<file path="config.mk">
export PLATFORM = sky130hd
export DESIGN_NAME = rx_descriptor_completion_core
export DESIGN_NICKNAME = d
export VERILOG_FILES = /design/src/rtl/core/rdc_pkg.sv /design/src/rtl/core/rdc_decode.sv /design/src/rtl/core/rx_descriptor_completion_core.sv
export SDC_FILE = /design/constraint.sdc
export NUM_CORES = 1
export LEC_CHECK = 0
export ABC_CLOCK_PERIOD_IN_PS = 2360
export BUFFER_PORTS_ARGS = -buffer_cell sky130_fd_sc_hd__buf_2
export CORE_ASPECT_RATIO = 1.5
export CORE_MARGIN = 2
export CORE_UTILIZATION = 54
export CTS_CLUSTER_SIZE = 24
export DETAILED_ROUTE_END_ITERATION = 6
export MAX_ROUTING_LAYER = met4
export PLACE_DENSITY_LB_ADDON = 0.3
export SLEW_MARGIN = 5
export SYNTH_ARGS = -nofsm -noshare
export SYNTH_HDL_FRONTEND = slang
export SYNTH_SLANG_ARGS = --single-unit
</file>
<file path="constraint.sdc">
create_clock -name clk_i -period 2.36 [get_ports clk_i]
set_input_delay 0.472 -clock clk_i [delete_from_list [all_inputs] [get_ports clk_i]]
set_output_delay 0.472 -clock clk_i [all_outputs]
set_load 0.1 [all_outputs]
</file>
<file path="src/rtl/core/rdc_pkg.sv">
// ----------------------------------------------------------------------------
// rdc_pkg
// Shared types and constants for the receive descriptor completion core:
// control word bit positions, checksum verdict codes and the decode record.
// ----------------------------------------------------------------------------
package rdc_pkg;

  // Control word field positions.
  localparam int unsigned LenMsb      = 13;
  localparam int unsigned TcpFailBit  = 14;
  localparam int unsigned UdpFailBit  = 15;
  localparam int unsigned IpFailBit   = 16;
  localparam int unsigned ProtoLsb    = 17;
  localparam int unsigned ProtoMsb    = 18;
  localparam int unsigned ErrSumBit   = 21;
  localparam int unsigned FifoOvfBit  = 23;
  localparam int unsigned LastSegBit  = 28;
  localparam int unsigned FirstSegBit = 29;
  localparam int unsigned DevOwnBit   = 31;

  localparam int unsigned CtlW  = 32;
  localparam int unsigned LenW  = 14;
  localparam int unsigned CsumW = 3;
  localparam int unsigned SlotW = 6;
  localparam int unsigned CntW  = 32;

  // Protocol identifier codes.
  localparam logic [1:0] PROTO_NONE = 2'd0;
  localparam logic [1:0] PROTO_TCP  = 2'd1;
  localparam logic [1:0] PROTO_UDP  = 2'd2;
  localparam logic [1:0] PROTO_IP   = 2'd3;

  // Checksum verdict codes.
  localparam logic [CsumW-1:0] CSUM_NONE    = 3'd0;
  localparam logic [CsumW-1:0] CSUM_TCP_OK  = 3'd1;
  localparam logic [CsumW-1:0] CSUM_UDP_OK  = 3'd2;
  localparam logic [CsumW-1:0] CSUM_IP_OK   = 3'd3;
  localparam logic [CsumW-1:0] CSUM_TCP_BAD = 3'd4;
  localparam logic [CsumW-1:0] CSUM_UDP_BAD = 3'd5;
  localparam logic [CsumW-1:0] CSUM_IP_BAD  = 3'd6;

  localparam logic [LenW-1:0] CRC_BYTES = 14'd4;

  // Everything the decoder extracts from one control word.
  typedef struct packed {
    logic            dev_own;
    logic            deliver;
    logic [LenW-1:0] frame_len;
    logic [CsumW-1:0] csum;
    logic            fifo_ovf;
    logic            tcp_inc;
    logic            udp_inc;
    logic            ip_inc;
    logic            ovf_inc;
  } rdc_decode_t;

endpackage

</file>
<file path="src/rtl/core/rdc_decode.sv">
// ----------------------------------------------------------------------------
// rdc_decode
// Combinational classification of one receive descriptor control word.
// ----------------------------------------------------------------------------
module rdc_decode
  import rdc_pkg::*;
(
  input  logic [CtlW-1:0] ctl_i,
  output rdc_decode_t     dec_o
);

  logic            single_good;
  logic [LenW-1:0] raw_len;
  logic [1:0]      proto;

  assign raw_len = ctl_i[LenMsb:0];
  assign proto   = ctl_i[ProtoMsb:ProtoLsb];

  // A frame is handed up only when host owned, single segment and error free.
  assign single_good = !ctl_i[DevOwnBit] && ctl_i[FirstSegBit] && ctl_i[LastSegBit]
                       && !ctl_i[ErrSumBit];

  always_comb begin
    dec_o          = '0;
    dec_o.dev_own  = ctl_i[DevOwnBit];
    dec_o.deliver  = single_good;
    if (single_good) begin
      // Strip the CRC bytes, saturating at zero.
      dec_o.frame_len = (raw_len >= CRC_BYTES) ? (raw_len - CRC_BYTES) : '0;
      dec_o.fifo_ovf  = ctl_i[FifoOvfBit];
      dec_o.ovf_inc   = ctl_i[FifoOvfBit];
      unique case (proto)
        PROTO_TCP: begin
          dec_o.csum    = ctl_i[TcpFailBit] ? CSUM_TCP_BAD : CSUM_TCP_OK;
          dec_o.tcp_inc = ctl_i[TcpFailBit];
        end
        PROTO_UDP: begin
          dec_o.csum    = ctl_i[UdpFailBit] ? CSUM_UDP_BAD : CSUM_UDP_OK;
          dec_o.udp_inc = ctl_i[UdpFailBit];
        end
        PROTO_IP: begin
          dec_o.csum   = ctl_i[IpFailBit] ? CSUM_IP_BAD : CSUM_IP_OK;
          dec_o.ip_inc = ctl_i[IpFailBit];
        end
        default: begin
          dec_o.csum = CSUM_NONE;
        end
      endcase
    end
  end

endmodule

</file>
<file path="src/rtl/core/rx_descriptor_completion_core.sv">
// ----------------------------------------------------------------------------
// rx_descriptor_completion_core
// Result: registered, shown on the output in the cycle after it is accepted.
// Throughput: one item per cycle unless the output stalls; the result register
// frees in the same cycle its item is taken, so input and output overlap fully.
// Reset: asynchronous, active low; head 0, outstanding RING_DEPTH-1,
// all counters 0, output empty.
// ----------------------------------------------------------------------------
module rx_descriptor_completion_core
  import rdc_pkg::*;
#(
  parameter int unsigned RING_DEPTH = 64
) (
  input  logic             clk_i,
  input  logic             rst_ni,
  input  logic             in_valid_i,
  output logic             in_stall_o,
  input  logic [CtlW-1:0]  descriptor_control_i,
  output logic             out_valid_o,
  input  logic             out_stall_i,
  output logic             consumed_o,
  output logic [SlotW-1:0] slot_index_o,
  output logic             deliver_o,
  output logic [LenW-1:0]  frame_length_o,
  output logic [CsumW-1:0] checksum_status_o,
  output logic             fifo_overflow_o,
  output logic             replenish_request_o,
  output logic [CntW-1:0]  tcp_fail_total_o,
  output logic [CntW-1:0]  udp_fail_total_o,
  output logic [CntW-1:0]  ip_fail_total_o,
  output logic [CntW-1:0]  overflow_total_o
);

  localparam int unsigned IdxW = $clog2(RING_DEPTH);
  localparam int unsigned PadW = (IdxW > SlotW) ? IdxW : SlotW;
  localparam logic [IdxW-1:0] LastIdx  = IdxW'(RING_DEPTH - 1);
  localparam logic [IdxW-1:0] FullOut  = IdxW'(RING_DEPTH - 1);
  localparam logic [IdxW-1:0] HalfRing = IdxW'(RING_DEPTH / 2);

  rdc_decode_t     dec;
  logic            accept;
  logic [PadW-1:0] head_pad;

  logic [IdxW-1:0] head_q, head_d;
  logic [IdxW-1:0] outst_q, outst_d;
  logic [CntW-1:0] tcp_cnt_q, tcp_cnt_d;
  logic [CntW-1:0] udp_cnt_q, udp_cnt_d;
  logic [CntW-1:0] ip_cnt_q, ip_cnt_d;
  logic [CntW-1:0] ovf_cnt_q, ovf_cnt_d;
  logic            repl_d;

  logic             out_valid_q;
  logic             consumed_q;
  logic [SlotW-1:0] slot_q;
  logic             deliver_q;
  logic [LenW-1:0]  flen_q;
  logic [CsumW-1:0] csum_q;
  logic             fovf_q;
  logic             repl_q;

  rdc_decode u_decode (
    .ctl_i (descriptor_control_i),
    .dec_o (dec)
  );

  // The result register takes a new item whenever it is empty or being drained.
  assign in_stall_o = out_valid_q && out_stall_i;
  assign accept     = in_valid_i && !in_stall_o;
  assign head_pad   = PadW'(head_q);

  // Ring bookkeeping and counter updates for the item at the input.
  always_comb begin
    head_d    = head_q;
    outst_d   = outst_q;
    repl_d    = 1'b0;
    tcp_cnt_d = tcp_cnt_q + CntW'(dec.tcp_inc);
    udp_cnt_d = udp_cnt_q + CntW'(dec.udp_inc);
    ip_cnt_d  = ip_cnt_q + CntW'(dec.ip_inc);
    ovf_cnt_d = ovf_cnt_q + CntW'(dec.ovf_inc);
    if (dec.dev_own) begin
      // Batch end: ask for a refill when the ring ran below half.
      if (outst_q < HalfRing) begin
        repl_d  = 1'b1;
        outst_d = FullOut;
      end
    end else begin
      if (outst_q != '0) begin
        outst_d = outst_q - 1'b1;
      end
      head_d = (head_q == LastIdx) ? '0 : head_q + 1'b1;
    end
  end

  // Ring state and counters.
  always_ff @(posedge clk_i or negedge rst_ni) begin
    if (!rst_ni) begin
      head_q    <= '0;
      outst_q   <= FullOut;
      tcp_cnt_q <= '0;
      udp_cnt_q <= '0;
      ip_cnt_q  <= '0;
      ovf_cnt_q <= '0;
    end else if (accept) begin
      head_q    <= head_d;
      outst_q   <= outst_d;
      tcp_cnt_q <= tcp_cnt_d;
      udp_cnt_q <= udp_cnt_d;
      ip_cnt_q  <= ip_cnt_d;
      ovf_cnt_q <= ovf_cnt_d;
    end
  end

  // Result valid flag.
  always_ff @(posedge clk_i or negedge rst_ni) begin
    if (!rst_ni) begin
      out_valid_q <= 1'b0;
    end else if (accept) begin
      out_valid_q <= 1'b1;
    end else if (!out_stall_i) begin
      out_valid_q <= 1'b0;
    end
  end

  // Result payload.
  always_ff @(posedge clk_i) begin
    if (accept) begin
      consumed_q <= !dec.dev_own;
      slot_q     <= head_pad[SlotW-1:0];
      deliver_q  <= dec.deliver;
      flen_q     <= dec.frame_len;
      csum_q     <= dec.csum;
      fovf_q     <= dec.fifo_ovf;
      repl_q     <= repl_d;
    end
  end

  assign out_valid_o         = out_valid_q;
  assign consumed_o          = consumed_q;
  assign slot_index_o        = slot_q;
  assign deliver_o           = deliver_q;
  assign frame_length_o      = flen_q;
  assign checksum_status_o   = csum_q;
  assign fifo_overflow_o     = fovf_q;
  assign replenish_request_o = repl_q;
  assign tcp_fail_total_o    = tcp_cnt_q;
  assign udp_fail_total_o    = udp_cnt_q;
  assign ip_fail_total_o     = ip_cnt_q;
  assign overflow_total_o    = ovf_cnt_q;

endmodule

</file>
Yosys cells after proc, flatten, opt, wreduce, memory -nomap -nowiden --
Cells that the tools add are included. Widths: inputs -> output; s select.
Word-level totals: flip-flop bits (word level) 168, input bits 36, output and inout port bits 157
Cells by class: add/subtract/negate cells 7, $lt $le $gt $ge 2, equal/unequal tests 6, multiplexer cells 15, bitwise logic cells 1, reductions and logical operators 13
Operators by type and width (number):
- $add 32x1->32 | 4
- $mux 6 | 4
- $ge 14x3->1 const B | 1
- $sub 14x3->14 const B | 1
- $mux 3 | 3
- $pmux 3 s3 | 1
- $add 6x1->6 const B | 1
- $eq 6x6->1 const B | 1
- $lt 6x6->1 const B | 1
- $mux 1 | 6
- $reduce_bool 6->1 | 1
- $sub 6x1->6 const B | 1
- $logic_and 1x1->1 | 5
- $eq 2x2->1 const B | 2
- $mux 4 | 1
- $ne 2x1->1 const B | 2
- $reduce_and 2->1 | 2
- $logic_not 1->1 | 3
- $reduce_and 3->1 | 1
- $eq 2x1->1 const B | 1
- $reduce_bool 2->1 | 1
- $not 1->1 | 1

Longest topological paths before layout --
Gate-level depths: netlist (run 1).
depth in word-level cells 6, depth in mapped cells 12, depth with buffers taken out 11

Modules after synthesis --
From an unflattened synthesis (run 1), not the netlist that was laid out.
Unflattened totals: cells, all modules 685, area, all modules 7830.0 um^2
By module, submodules not included:
- rx_descriptor_completion_core | times used 1, cells an instance 617, area each 7389.6 um^2, sequential area each 4346.7 um^2
- rdc_decode | times used 1, cells an instance 68, area each 440.4 um^2, sequential area each 0.0 um^2

Least setup slack after synthesis (run 1) --
Ideal clock, no wire load.
kind register to register, start point reg out_valid_q, in the netlist out_valid_o, end point reg ovf_cnt_q[11], in the netlist overflow_total_o[11], library setup time 0.161 ns, arrival 2.527 ns, required time 2.199 ns, path slack -0.327 ns, stages on the path, launching flop included 7, path buffers 2, clock period less this slack 2.687 ns, cells stage by stage dfrtp_1 a21bo_1 buf_6 inv_1 clkbuf_1 nand2_1 xnor2_1
Between the ends: word-level cells in the longest chain between the ends 3
RTL lines:
- start: declaration | RTL line rx_descriptor_completion_core.sv:52 | logic out_valid_q;
- start signal: assignment | RTL line rx_descriptor_completion_core.sv:116 | out_valid_q <= 1'b0;
- start signal: assignment | RTL line rx_descriptor_completion_core.sv:118 | out_valid_q <= 1'b1;
- start signal: assignment | RTL line rx_descriptor_completion_core.sv:120 | out_valid_q <= 1'b0;
- $logic_and 1x1->1 | RTL line rx_descriptor_completion_core.sv:67 | assign in_stall_o = out_valid_q && out_stall_i;
- $logic_not 1->1 | RTL line rx_descriptor_completion_core.sv:68 | assign accept = in_valid_i && !in_stall_o;
- $logic_and 1x1->1 | RTL line rx_descriptor_completion_core.sv:68
- via accept | RTL line rx_descriptor_completion_core.sv:41 | logic accept;
- end signal: assignment | RTL line rx_descriptor_completion_core.sv:109 | ovf_cnt_q <= ovf_cnt_d;
- end: declaration | RTL line rx_descriptor_completion_core.sv:49 | logic [CntW-1:0] ovf_cnt_q, ovf_cnt_d;
The timed path passes the listed nets, and every way through them passes these cells. A chain may end at the register's enable or synchronous reset.

Final worst setup path (run 1) --
start point in descriptor_control_i[31], end point reg ip_cnt_q[27], in the netlist ip_fail_total_o[27]
Between the ends: word-level cells in the longest chain between the ends 6
RTL lines:
- start: declaration | RTL line rx_descriptor_completion_core.sv:18 | input logic [CtlW-1:0] descriptor_control_i,
- $logic_not 1->1 | RTL line rdc_decode.sv:20 | assign single_good = !ctl_i[DevOwnBit] && ctl_i[FirstSegBit] && ctl_i[LastSegBit]
- $logic_and 1x1->1 (2 in a row) | RTL line rdc_decode.sv:20
- $logic_and 1x1->1 | RTL line rdc_decode.sv:21 | && !ctl_i[ErrSumBit];
- via u_decode.single_good | RTL line rdc_decode.sv:12 | logic single_good;
- $mux 4 | RTL line rdc_decode.sv:27 | if (single_good) begin
- $add 32x1->32 | RTL line rx_descriptor_completion_core.sv:78 | ip_cnt_d = ip_cnt_q + CntW'(dec.ip_inc);
- end signal: assignment | RTL line rx_descriptor_completion_core.sv:108 | ip_cnt_q <= ip_cnt_d;
- end: declaration | RTL line rx_descriptor_completion_core.sv:48 | logic [CntW-1:0] ip_cnt_q, ip_cnt_d;
The timed path passes the listed nets, and every way through them passes these cells.

==> metrics.md, run 1 <==
| Metric | Value |
|---|---|
| Pleak | `~4.9 nW` |
| Nets | `1015` |
| Post-place setup slack | `-110.3 ps` |
| Clk_lat worst skew | `410 ps` |
| Io pins | `193` |
| EDFF count, synth | `27` |
| DRT Pass-1 Iters | `4` |
| Synthesized Nets | `790` |
| Worst-margin pin slew | `555.7 ps` |
| Hold Buf Count CTS | `0` |
| Startpoint types | `input port` |
| Die area | `15700 um2` |
| Mean Syn Cell Area | `10.77 um2` |
| Gr ovfl total | `0` |
| Post-Syn Instances | `roughly 740` |
| Worst-path maximum fanout | `6` |
| DR vias/cell | `roughly 5.4` |
| Rel. slew slack | `between 60 and 70%` |
| Endpoints failing setup | `0` |
| RSZ-0062 raised after global routing | `no` |
| Clock transition at path regs | `about 70 ps` |
| Final hold vios | `0` |
| Outcome | `finished, final reports clean` |
| Row count | `54` |
| # clock sinks | `168` |
| Fin crit share | `about 87%` |
| # resized after CTS | `0` |
| Routed Wire Length | `18430 um` |
| GPL Wtd Cong | `0.8588` |
| Hold WC Path Type | `input port to async pin` |
| Worst setup EP type | `flop` |
| Dpl cell area | `~9500 um2` |
| Cell count after placement | `1139` |
| Worst EP required | `~2700 ps` |
| CTS H-tree lvls | `4` |
| Power per Cell Area | `~700 nW/um2` |
| Final Instance Count excl. Fillers | `around 1200` |
| Largest net degree at the start of global routing | `60` |
| Post-DRT Antenna Nets | `0` |
| Clock Tree Buf Depth | `2` |
| Count of cell types in the netlist | `44` |
| MaxCap Viol Count | `0` |
| DP Wirelength | `between 10000 and 15000 um` |
| Post-synthesis cell area | `7936 um2` |
| Global-route wire length before repair | `30940 um` |
| Final setup margin | `314.1 ps` |
| Initial antenna violation count | `0` |
| Post-synth top flop | `dfrtp_1` |
| Vias in the first global route | `roughly 6400` |
| Flops & latches, synth | `168` |
| All-Layer GR Usage | `25.40%` |
| Residual DRC | `0` |
| Peak supply drop | `roughly 0.46 mV` |
| Ys Warns | `0` |
| Drt first-iter violations | `194` |
| Worst hold slack | `around 20 ps` |
| Number of port buffers | `around 180` |
| Tmin final | `2046 ps` |
| Final core utilization | `69.51%` |
| TritonCTS Buffers | `17` |
| Die height | `152.5 um` |
| Via Count | `6361` |
| Core area | `~14000 um2` |
| Sequential share of the synthesized area | `between 50% and 60%` |
| CTS tree | `built` |
| Share of cells above drive strength 1 | `30.46%` |
| Peak Freq | `0.4888 GHz` |
| Asr flop ratio synth | `83.93%` |
| WP data arrival | `2380 ps` |
| Finished Cell Area | `10050 um2` |
| Setup Crit Path Kind | `input port to flop` |
| Layout Skew | `9.405 ps` |
| WL/cell | `15.74 um` |
| Syn-to-layout area delta | `26.64%` |
| Antenna Cells | `0` |
| Root Driver | `clkbuf_16` |
| Buffers inserted by post-CTS timing repair | `0` |
| Die W | `around 100 um` |
| Final Slew Violations | `0` |
| Initial core utilization | `54.89%` |
[synth_stat cells (2+ instances only)]
| cell | count | area (um2) |
|---|---|---|
| dfrtp_1 | 135 | 3378 |
| xnor2_1 | 95 | 832.1 |
| nand2_1 | 85 | 319.1 |
| nand4_1 | 63 | 394.1 |
| nor2_1 | 43 | 161.4 |
| nand3_1 | 41 | 205.2 |
| xor2_1 | 34 | 297.8 |
| nor3_1 | 31 | 155.2 |
| edfxtp_1 | 27 | 810.8 |
| inv_1 | 24 | 90.09 |
| and3_1 | 23 | 143.9 |
| ha_1 | 17 | 212.7 |
| clkbuf_1 | 14 | 52.55 |
| nor4_1 | 14 | 87.58 |
| a21oi_1 | 12 | 60.06 |
| and4_1 | 11 | 96.34 |
| and2_1 | 7 | 43.79 |
| o21ai_0 | 7 | 35.03 |
| or3_1 | 7 | 43.79 |
| dfstp_2 | 6 | 157.7 |
| nand4b_1 | 6 | 52.55 |
| o31ai_1 | 4 | 30.03 |
| nor3b_1 | 3 | 22.52 |
| a311oi_1 | 2 | 17.52 |
| buf_6 | 2 | 22.52 |
| nand2b_1 | 2 | 12.51 |
| nor2b_1 | 2 | 12.51 |
| nor4_2 | 2 | 25.02 |
| o21bai_1 | 2 | 15.01 |
| or4_4 | 2 | 22.52 |
[metal layers]
layer  vias up  wire, um  global-route usage (%)
met2       155      9796                   41.96
met4         0       262                   7.581
met1      3129      7523                   30.83
li1       3056         -                       -
met5         -         0                       -
met3        21       846                   5.780
[cells by family after synthesis]
family	share of synthesized area [%]
flip-flops	54.77
buffers and inverters	2.191
adder cells (fa/ha/maj)	2.680
XOR/XNOR	14.24
AO/OA/AOI/OAI	2.396
AND/OR/NAND/NOR	23.46
multiplexers	0.2680
[flip-flops by register name, summed over array words and instances (netlist names)]
signal	flops
checksum_status_o	3
consumed_o	1
deliver_o	1
fifo_overflow_o	1
frame_length_o	14
head_pad	6
ip_fail_total_o	32
out_valid_o	1
outst_q	6
overflow_total_o	32
replenish_request_o	1
slot_index_o	6
tcp_fail_total_o	32
udp_fail_total_o	32
[critical path: stages]
cell,delay [ps]
buf_2,140
inv_8,50
nand4_1,120
inv_2,120
nand2_2,60
nor2_2,140
ha_1,190
nand3_1,100
or3_1,470
nor4_1,340
xor2_1,170
[cell usage in the layout (no fill, tap or decap), types with 3 or more instances in the layout]
master     synthesis  final
a21oi_1           12     12
and2_1             7      7
and3_1            23     23
and4_1            11     11
buf_12             0      5
buf_2              1    183
buf_4              0     35
clkbuf_1          14      4
clkbuf_16          0     18
dfrtp_1          135    117
dfrtp_2            0     18
dfstp_2            6      6
edfxtp_1          27     27
ha_1              17     16
inv_1             24     21
nand2_1           85     84
nand3_1           41     40
nand4_1           63     63
nand4b_1           6      6
nor2_1            43     42
nor3_1            31     27
nor3_2             1      4
nor3b_1            3      3
nor4_1            14     13
o21ai_0            7      7
o31ai_1            4      4
or3_1              7      7
xnor2_1           95     95
xor2_1            34     34
[per-stage QoR]
stage,setup TNS (ps),total power [mW]
after floorplan,-109.4,3.962
after global placement,-328.0,4.192
after detailed placement,-981.2,4.215
after CTS,0,6.938
after global routing,0,7.153
final,0,6.880
[where the power goes]
group	total [mW]	internal [mW]	switching, mW
logic	0.912	0.210	0.702
clock network	2.72	1.59	1.14
registers	3.24	3.12	0.120
[cell type report]
type                       instances  area [um2]
timing repair buffer             224        1290
clock inverter                     8       86.33
inverter                          24       97.59
clock buffer                      24       493.0
tap                              196       245.2
multi-input combinational        527        3470
sequential                       168        4369
fill                            1183        4408
[path summary, 6_finish.rpt]
path	cells past startpoint	from	end	slack (ps)
max	11	descriptor_control_i[31]	ip_fail_total_o[27]$_DFFE_PN0P_	310
min	1	rst_ni	udp_fail_total_o[26]$_DFFE_PN0P_	20
max reg2reg	4	ip_fail_total_o[7]$_DFFE_PN0P_	ip_fail_total_o[27]$_DFFE_PN0P_	330
min reg2reg	1	ip_fail_total_o[31]$_DFFE_PN0P_	ip_fail_total_o[31]$_DFFE_PN0P_	460
max in group asynchronous	2	rst_ni	ip_fail_total_o[0]$_DFFE_PN0P_	1670
min in group clk_i	2	in_valid_i	out_valid_o$_DFFE_PN0P_	270
Note: power is estimated with default switching activity, not from simulation.
==> run 2: changes to the inputs <==
- PLACE_DENSITY: unset -> 0.91
- PLACE_DENSITY_LB_ADDON: 0.3 -> unset
- SLEW_MARGIN: 5 -> 20
==> metrics.md, run 2 (synthesis gave the netlist of run 1 again) <==
| Metric | Value |
|---|---|
| WP data arrival | `2390 ps (about the same)` |
| Die W | `103.0 um (unchanged)` |
| DP Wirelength | `14190 um (+5.9%)` |
| Peak supply drop | `0.5228 mV (+13%)` |
| All-Layer GR Usage | `26.32% (+0.92 points)` |
| Die area | `15700 um2 (unchanged)` |
| Largest net degree at the start of global routing | `48 (-20%)` |
| Tmin final | `2056 ps (+10.13 ps)` |
| RSZ-0062 raised after global routing | `no` |
| Clock transition at path regs | `70 ps (about the same)` |
| Startpoint types | `input port` |
| TritonCTS Buffers | `17 (unchanged)` |
| Worst r2r path cells | `4 (unchanged)` |
| Worst-path maximum fanout | `5 (-1)` |
| Crit path to | `tcp_fail_total_o[16]$_DFFE_PN0P_` |
| Syn-to-layout area delta | `26.25%` |
| Global-route wire length before repair | `32310 um (+4.4%)` |
| CTS tree | `built` |
| Antenna Cells | `0 (unchanged)` |
| Rel. slew slack | `64.75% (+2.1 points)` |
| Worst EP required | `2700 ps (about the same)` |
| Hold WC Path Type | `input port to flop` |
| R2R Path Start | `ip_fail_total_o[8]$_DFFE_PN0P_` |
| Initial antenna violation count | `0 (unchanged)` |
| Power per Cell Area | `683.0 nW/um2 (-0.23%)` |
| Core area | `14460 um2 (unchanged)` |
| Outcome | `finished, final reports clean` |
| Post-DRT Antenna Nets | `0 (unchanged)` |
| Layout Skew | `15.89 ps (+6.482 ps)` |
| Nets | `1015 (unchanged)` |
| WL/cell | `16.51 um (+4.9%)` |
| Finished Cell Area | `10020 um2 (-0.31%)` |
| Row count | `54 (unchanged)` |
| Die height | `152.5 um (unchanged)` |
| Vias in the first global route | `6845 (+7.4%)` |
| Internal reg-to-reg setup slack | `420 ps (+90 ps)` |
| Gr ovfl total | `0 (unchanged)` |
| Most frequent cells in the layout | `buf_2 (183), dfrtp_1 (117), xnor2_1 (95)` |
| Fill count | `1088 (-8.0%)` |
| # clock sinks | `168 (unchanged)` |
| Residual DRC | `0 (unchanged)` |
| MaxCap Viol Count | `0 (unchanged)` |
| Clk_lat worst skew | `410 ps (about the same)` |
| Drt first-iter violations | `256 (+32%)` |
| Worst setup EP type | `flop` |
| Final hold vios | `0 (unchanged)` |
| DRT Pass-1 Iters | `5 (+1)` |
| CTS H-tree lvls | `4 (unchanged)` |
| Peak Freq | `0.4864 GHz (-0.49%)` |
| Pleak | `4.884 nW (-0.23%)` |
| Post-Route Setup TNS | `0 ps (unchanged)` |
| GPL Wtd Cong | `0.8464 (-1.4%)` |
| Worst-margin pin slew | `524.8 ps (-30.96 ps)` |
| Initial core utilization | `54.89% (unchanged)` |
| Fin crit share | `87.12% (+0.43 points)` |
| Seq. cell area | `4369 um2 (unchanged)` |
| Final Slew Violations | `0 (unchanged)` |
| Reg-to-Reg End | `ip_fail_total_o[27]$_DFFE_PN0P_` |
| Root Driver | `clkbuf_16` |
| DR vias/cell | `5.671 (+4.4%)` |
| Critical path origin | `descriptor_control_i[31]` |
| Io pins | `193 (unchanged)` |
| Via Count | `6641 (+4.4%)` |
| Clock Tree Buf Depth | `2 (unchanged)` |
| Dpl cell area | `9439 um2 (-0.34%)` |
| Setup Crit Path Kind | `input port to flop` |
| Endpoints failing setup | `0 (unchanged)` |
| Multi-input logic area | `3470 um2 (unchanged)` |
| Share of cells above drive strength 1 | `30.67% (+0.21 points)` |
| Routed Wire Length | `19340 um (+4.9%)` |
| Leading cell type in the layout, fill and taps excluded | `buf_2` |
| Number of port buffers | `184 (unchanged)` |
[run 2: report_power, final]
| part | switching, mW | total (mW) | internal [mW] |
|---|---|---|---|
| combinational | 0.708 | 0.913 | 0.205 |
| clock | 1.16 | 2.68 | 1.52 |
| sequential | 0.127 | 3.25 | 3.12 |
[run 2: repair_timing]
action                    CTS  global route
hold endpoints to repair   11             0
buffers inserted            0             0
hold buffers                1             0
resized for setup           0             0
[run 2: critical path, stage by stage]
cell and delay [ps]:
buf_2 130, inv_8 50, nand4_1 110, buf_4 170
nor3_1 170, buf_4 150, ha_1 160, ha_1 160
nand3_1 190, nor4_1 430, xor2_1 180
[run 2: worst min-delay path by stage]
| stage | startpoint | end | slack [ps] | depth (start not counted) |
|---|---|---|---|---|
| after floorplan | rst_ni | head_pad[0]$_DFFE_PN0P_ | 180 | 0 |
| after global placement | rst_ni | head_pad[1]$_DFFE_PN0P_ | 430 | 1 |
| after detailed placement | rst_ni | head_pad[1]$_DFFE_PN0P_ | 440 | 1 |
| after CTS | in_valid_i | out_valid_o$_DFFE_PN0P_ | 250 | 2 |
| after global routing | in_valid_i | out_valid_o$_DFFE_PN0P_ | 260 | 2 |
| final | in_valid_i | out_valid_o$_DFFE_PN0P_ | 270 | 2 |
[run 2: metrics by stage]
| stage | instances | power, mW | utilization (%) | worst slack [ps] | hold slack [ps] |
|---|---|---|---|---|---|
| 6_report | 1171 | 6.843 | 69.30 | 304.0 | 271.1 |
| 5_1_grt | 1171 | 7.111 | 69.30 | 162.5 | 261.1 |
| 4_1_cts | 1171 | 6.883 | 69.30 | 328.3 | 253.5 |
| 3_5_place_dp | 1138 | 4.217 | 65.28 | -91.57 | 441.6 |
| 3_3_place_gp | 1138 | 4.178 | 65.28 | -9.165 | 433.7 |
| 2_1_floorplan | 737 | 3.962 | - | -43.46 | 176.4 |
[run 2: cell type report]
cell class / instances / area share [%]
inverter: 24 / 0.9740
multi-input combinational: 527 / 34.63
tap: 196 / 2.448
clock buffer: 20 / 4.558
sequential: 168 / 43.61
clock inverter: 12 / 1.136
timing repair buffer: 224 / 12.65
[run 2: layer usage]
layer | routed length (um) | track usage, % | vias up | part of all wire, %
met3 | 1076 | 4.495 | 48 | 5.6
li1 | - | - | 3059 | -
met5 | 0 | - | - | 0
met4 | 564 | 11.09 | 0 | 2.9
met2 | 10470 | 44.74 | 280 | 54
met1 | 7228 | 30.11 | 3254 | 37
==> run 3: changes to the inputs <==
- CORE_ASPECT_RATIO: 1.5 -> 1.2
==> metrics.md, run 3 (synthesis gave the netlist of run 1 again) <==
| Metric | Value |
|---|---|
| Gr ovfl total | `0 (unchanged)` |
| Clock Tree Buf Depth | `2 (unchanged)` |
| Number of port buffers | `184 (unchanged)` |
| Worst-margin pin slew | `540.4 ps (+15.64 ps)` |
| Share of cells above drive strength 1 | `30.52% (-0.14 points)` |
| Multi-input logic area | `3470 um2 (unchanged)` |
| DP Wirelength | `13630 um (-4.0%)` |
| GPL Wtd Cong | `0.8404 (-0.71%)` |
| Initial antenna violation count | `2 (+2)` |
| Fin crit share | `85.91% (-1.2 points)` |
| TritonCTS Buffers | `17 (unchanged)` |
| Outcome | `finished, final reports clean` |
| Most frequent cells in the layout | `buf_2 (183), dfrtp_1 (117), xnor2_1 (95)` |
| # clock sinks | `168 (unchanged)` |
| Clk_lat worst skew | `430 ps (+20 ps)` |
| Vias in the first global route | `6339 (-7.4%)` |
| WP data arrival | `2380 ps (about the same)` |
| Layout Skew | `8.534 ps (-7.354 ps)` |
| Global-route wire length before repair | `30350 um (-6.0%)` |
| Buffers inserted by post-CTS timing repair | `0 (unchanged)` |
| Worst-path maximum fanout | `6 (+1)` |
| Worst EP required | `2710 ps (about the same)` |
| Post-Route Setup TNS | `0 ps (unchanged)` |
| Die area | `15690 um2 (about the same)` |
| Row count | `48 (-11%)` |
| Hold WC Path Type | `input port to flop` |
| Final hold vios | `0 (unchanged)` |
| Routed Wire Length | `19070 um (-1.4%)` |
| Seq. cell area | `4369 um2 (unchanged)` |
| CTS H-tree lvls | `4 (unchanged)` |
| Final setup margin | `332.5 ps (+28.51 ps)` |
| Worst setup EP type | `flop` |
| Peak Freq | `0.4932 GHz (+1.4%)` |
| Largest net degree at the start of global routing | `53 (+10%)` |
| Leading cell type in the layout, fill and taps excluded | `buf_2` |
| Nets | `1013 (-0.20%)` |
| MaxCap Viol Count | `0 (unchanged)` |
| RSZ-0062 raised after global routing | `no` |
| Pleak | `4.889 nW (+0.10%)` |
| Tmin final | `2027 ps (-28.51 ps)` |
| Root Driver | `clkbuf_16` |
| Via Count | `6532 (-1.6%)` |
| Startpoint types | `input port` |
| DR vias/cell | `5.680 (+0.15%)` |
| All-Layer GR Usage | `25.22% (-1.1 points)` |
| Syn-to-layout area delta | `26.38% (about the same)` |
| Peak supply drop | `0.4271 mV (-18%)` |
| Core area | `14350 um2 (-0.73%)` |
| Rel. slew slack | `63.64% (-1.1 points)` |
| Post-place setup slack | `-148.3 ps (-56.72 ps)` |
| Final Slew Violations | `0 (unchanged)` |
| Die height | `136.8 um (-10%)` |
| Setup Crit Path Kind | `input port to flop` |
| Residual DRC | `0 (unchanged)` |
| Endpoints failing setup | `0 (unchanged)` |
| Drt first-iter violations | `453 (+77%)` |
| Power per Cell Area | `686.1 nW/um2 (+0.45%)` |
| Fill count | `1043 (-4.1%)` |
| WL/cell | `16.58 um (+0.38%)` |
| Initial core utilization | `55.29% (+0.40 points)` |
| DRT Pass-1 Iters | `5 (unchanged)` |
| Die W | `114.7 um (+11%)` |
| CTS tree | `built` |
| Post-DRT Antenna Nets | `0 (unchanged)` |
| Io pins | `193 (unchanged)` |
| Clock transition at path regs | `60 ps (about the same)` |
run 3: critical path: stages:
cell,delay (ps)
buf_2,140
inv_8,50
nand4_1,140
inv_2,130
nand2_2,60
nor2_2,120
ha_2,190
nand3_2,80
or4_4,620
nor3_2,180
xor2_1,180
run 3: per-layer routing:
layer	up-vias	GRT usage [%]	wire [um]
met5	-	-	0
met3	41	6.732	1155
met4	0	9.959	435
met2	242	41.52	9755
li1	3083	-	-
met1	3166	29.53	7719
run 3: per-stage QoR:
stage | hold slack [ps] | area [um2] | utilization (%) | power (mW) | instances
floorplan | 176.4 | 8043 | - | 3.962 | 737
global placement | 413.9 | 9435 | 65.73 | 4.183 | 1115
detailed placement | 415.5 | 9435 | 65.73 | 4.220 | 1115
CTS | 237.3 | 10020 | 69.84 | 6.916 | 1148
global route | 263.4 | 10030 | 69.87 | 7.103 | 1150
finish | 252.4 | 10030 | 69.87 | 6.881 | 1150
run 3: power breakdown:
| group | internal (mW) | switching, mW | total, mW |
|---|---|---|---|
| Sequential | 3.12 | 0.126 | 3.25 |
| Combinational | 0.207 | 0.711 | 0.918 |
| Clock | 1.51 | 1.20 | 2.71 |
| Total | 4.85 | 2.04 | 6.88 |
run 3: final cells by class:
| class | count | share of cell area [%] |
|---|---|---|
| clock inverter | 11 | 0.8608 |
| tap | 175 | 2.183 |
| inverter | 24 | 0.9731 |
| clock buffer | 21 | 4.915 |
| sequential | 168 | 43.56 |
| multi-input combinational | 527 | 34.59 |
| antenna | 2 | 0.04990 |
| timing repair buffer | 222 | 12.86 |
run 3: final timing paths:
| path | startpoint | to | slack, ps | cells past startpoint |
|---|---|---|---|---|
| min reg2reg | ip_fail_total_o[31]$_DFFE_PN0P_ | ip_fail_total_o[31]$_DFFE_PN0P_ | 460 | 1 |
| min in group asynchronous | rst_ni | udp_fail_total_o[25]$_DFFE_PN0P_ | 510 | 2 |
| min | in_valid_i | out_valid_o$_DFFE_PN0P_ | 250 | 2 |
| max in group asynchronous | rst_ni | outst_q[3]$_DFFE_PN1P_ | 1170 | 3 |
| max | descriptor_control_i[31] | ip_fail_total_o[21]$_DFFE_PN0P_ | 330 | 11 |
| max reg2reg | ip_fail_total_o[7]$_DFFE_PN0P_ | ip_fail_total_o[27]$_DFFE_PN0P_ | 410 | 4 |
run 3: repair_timing:
item,in CTS,in global routing
endpoints found under the hold margin,40,0
hold buffers,1,0
resized for setup,0,0
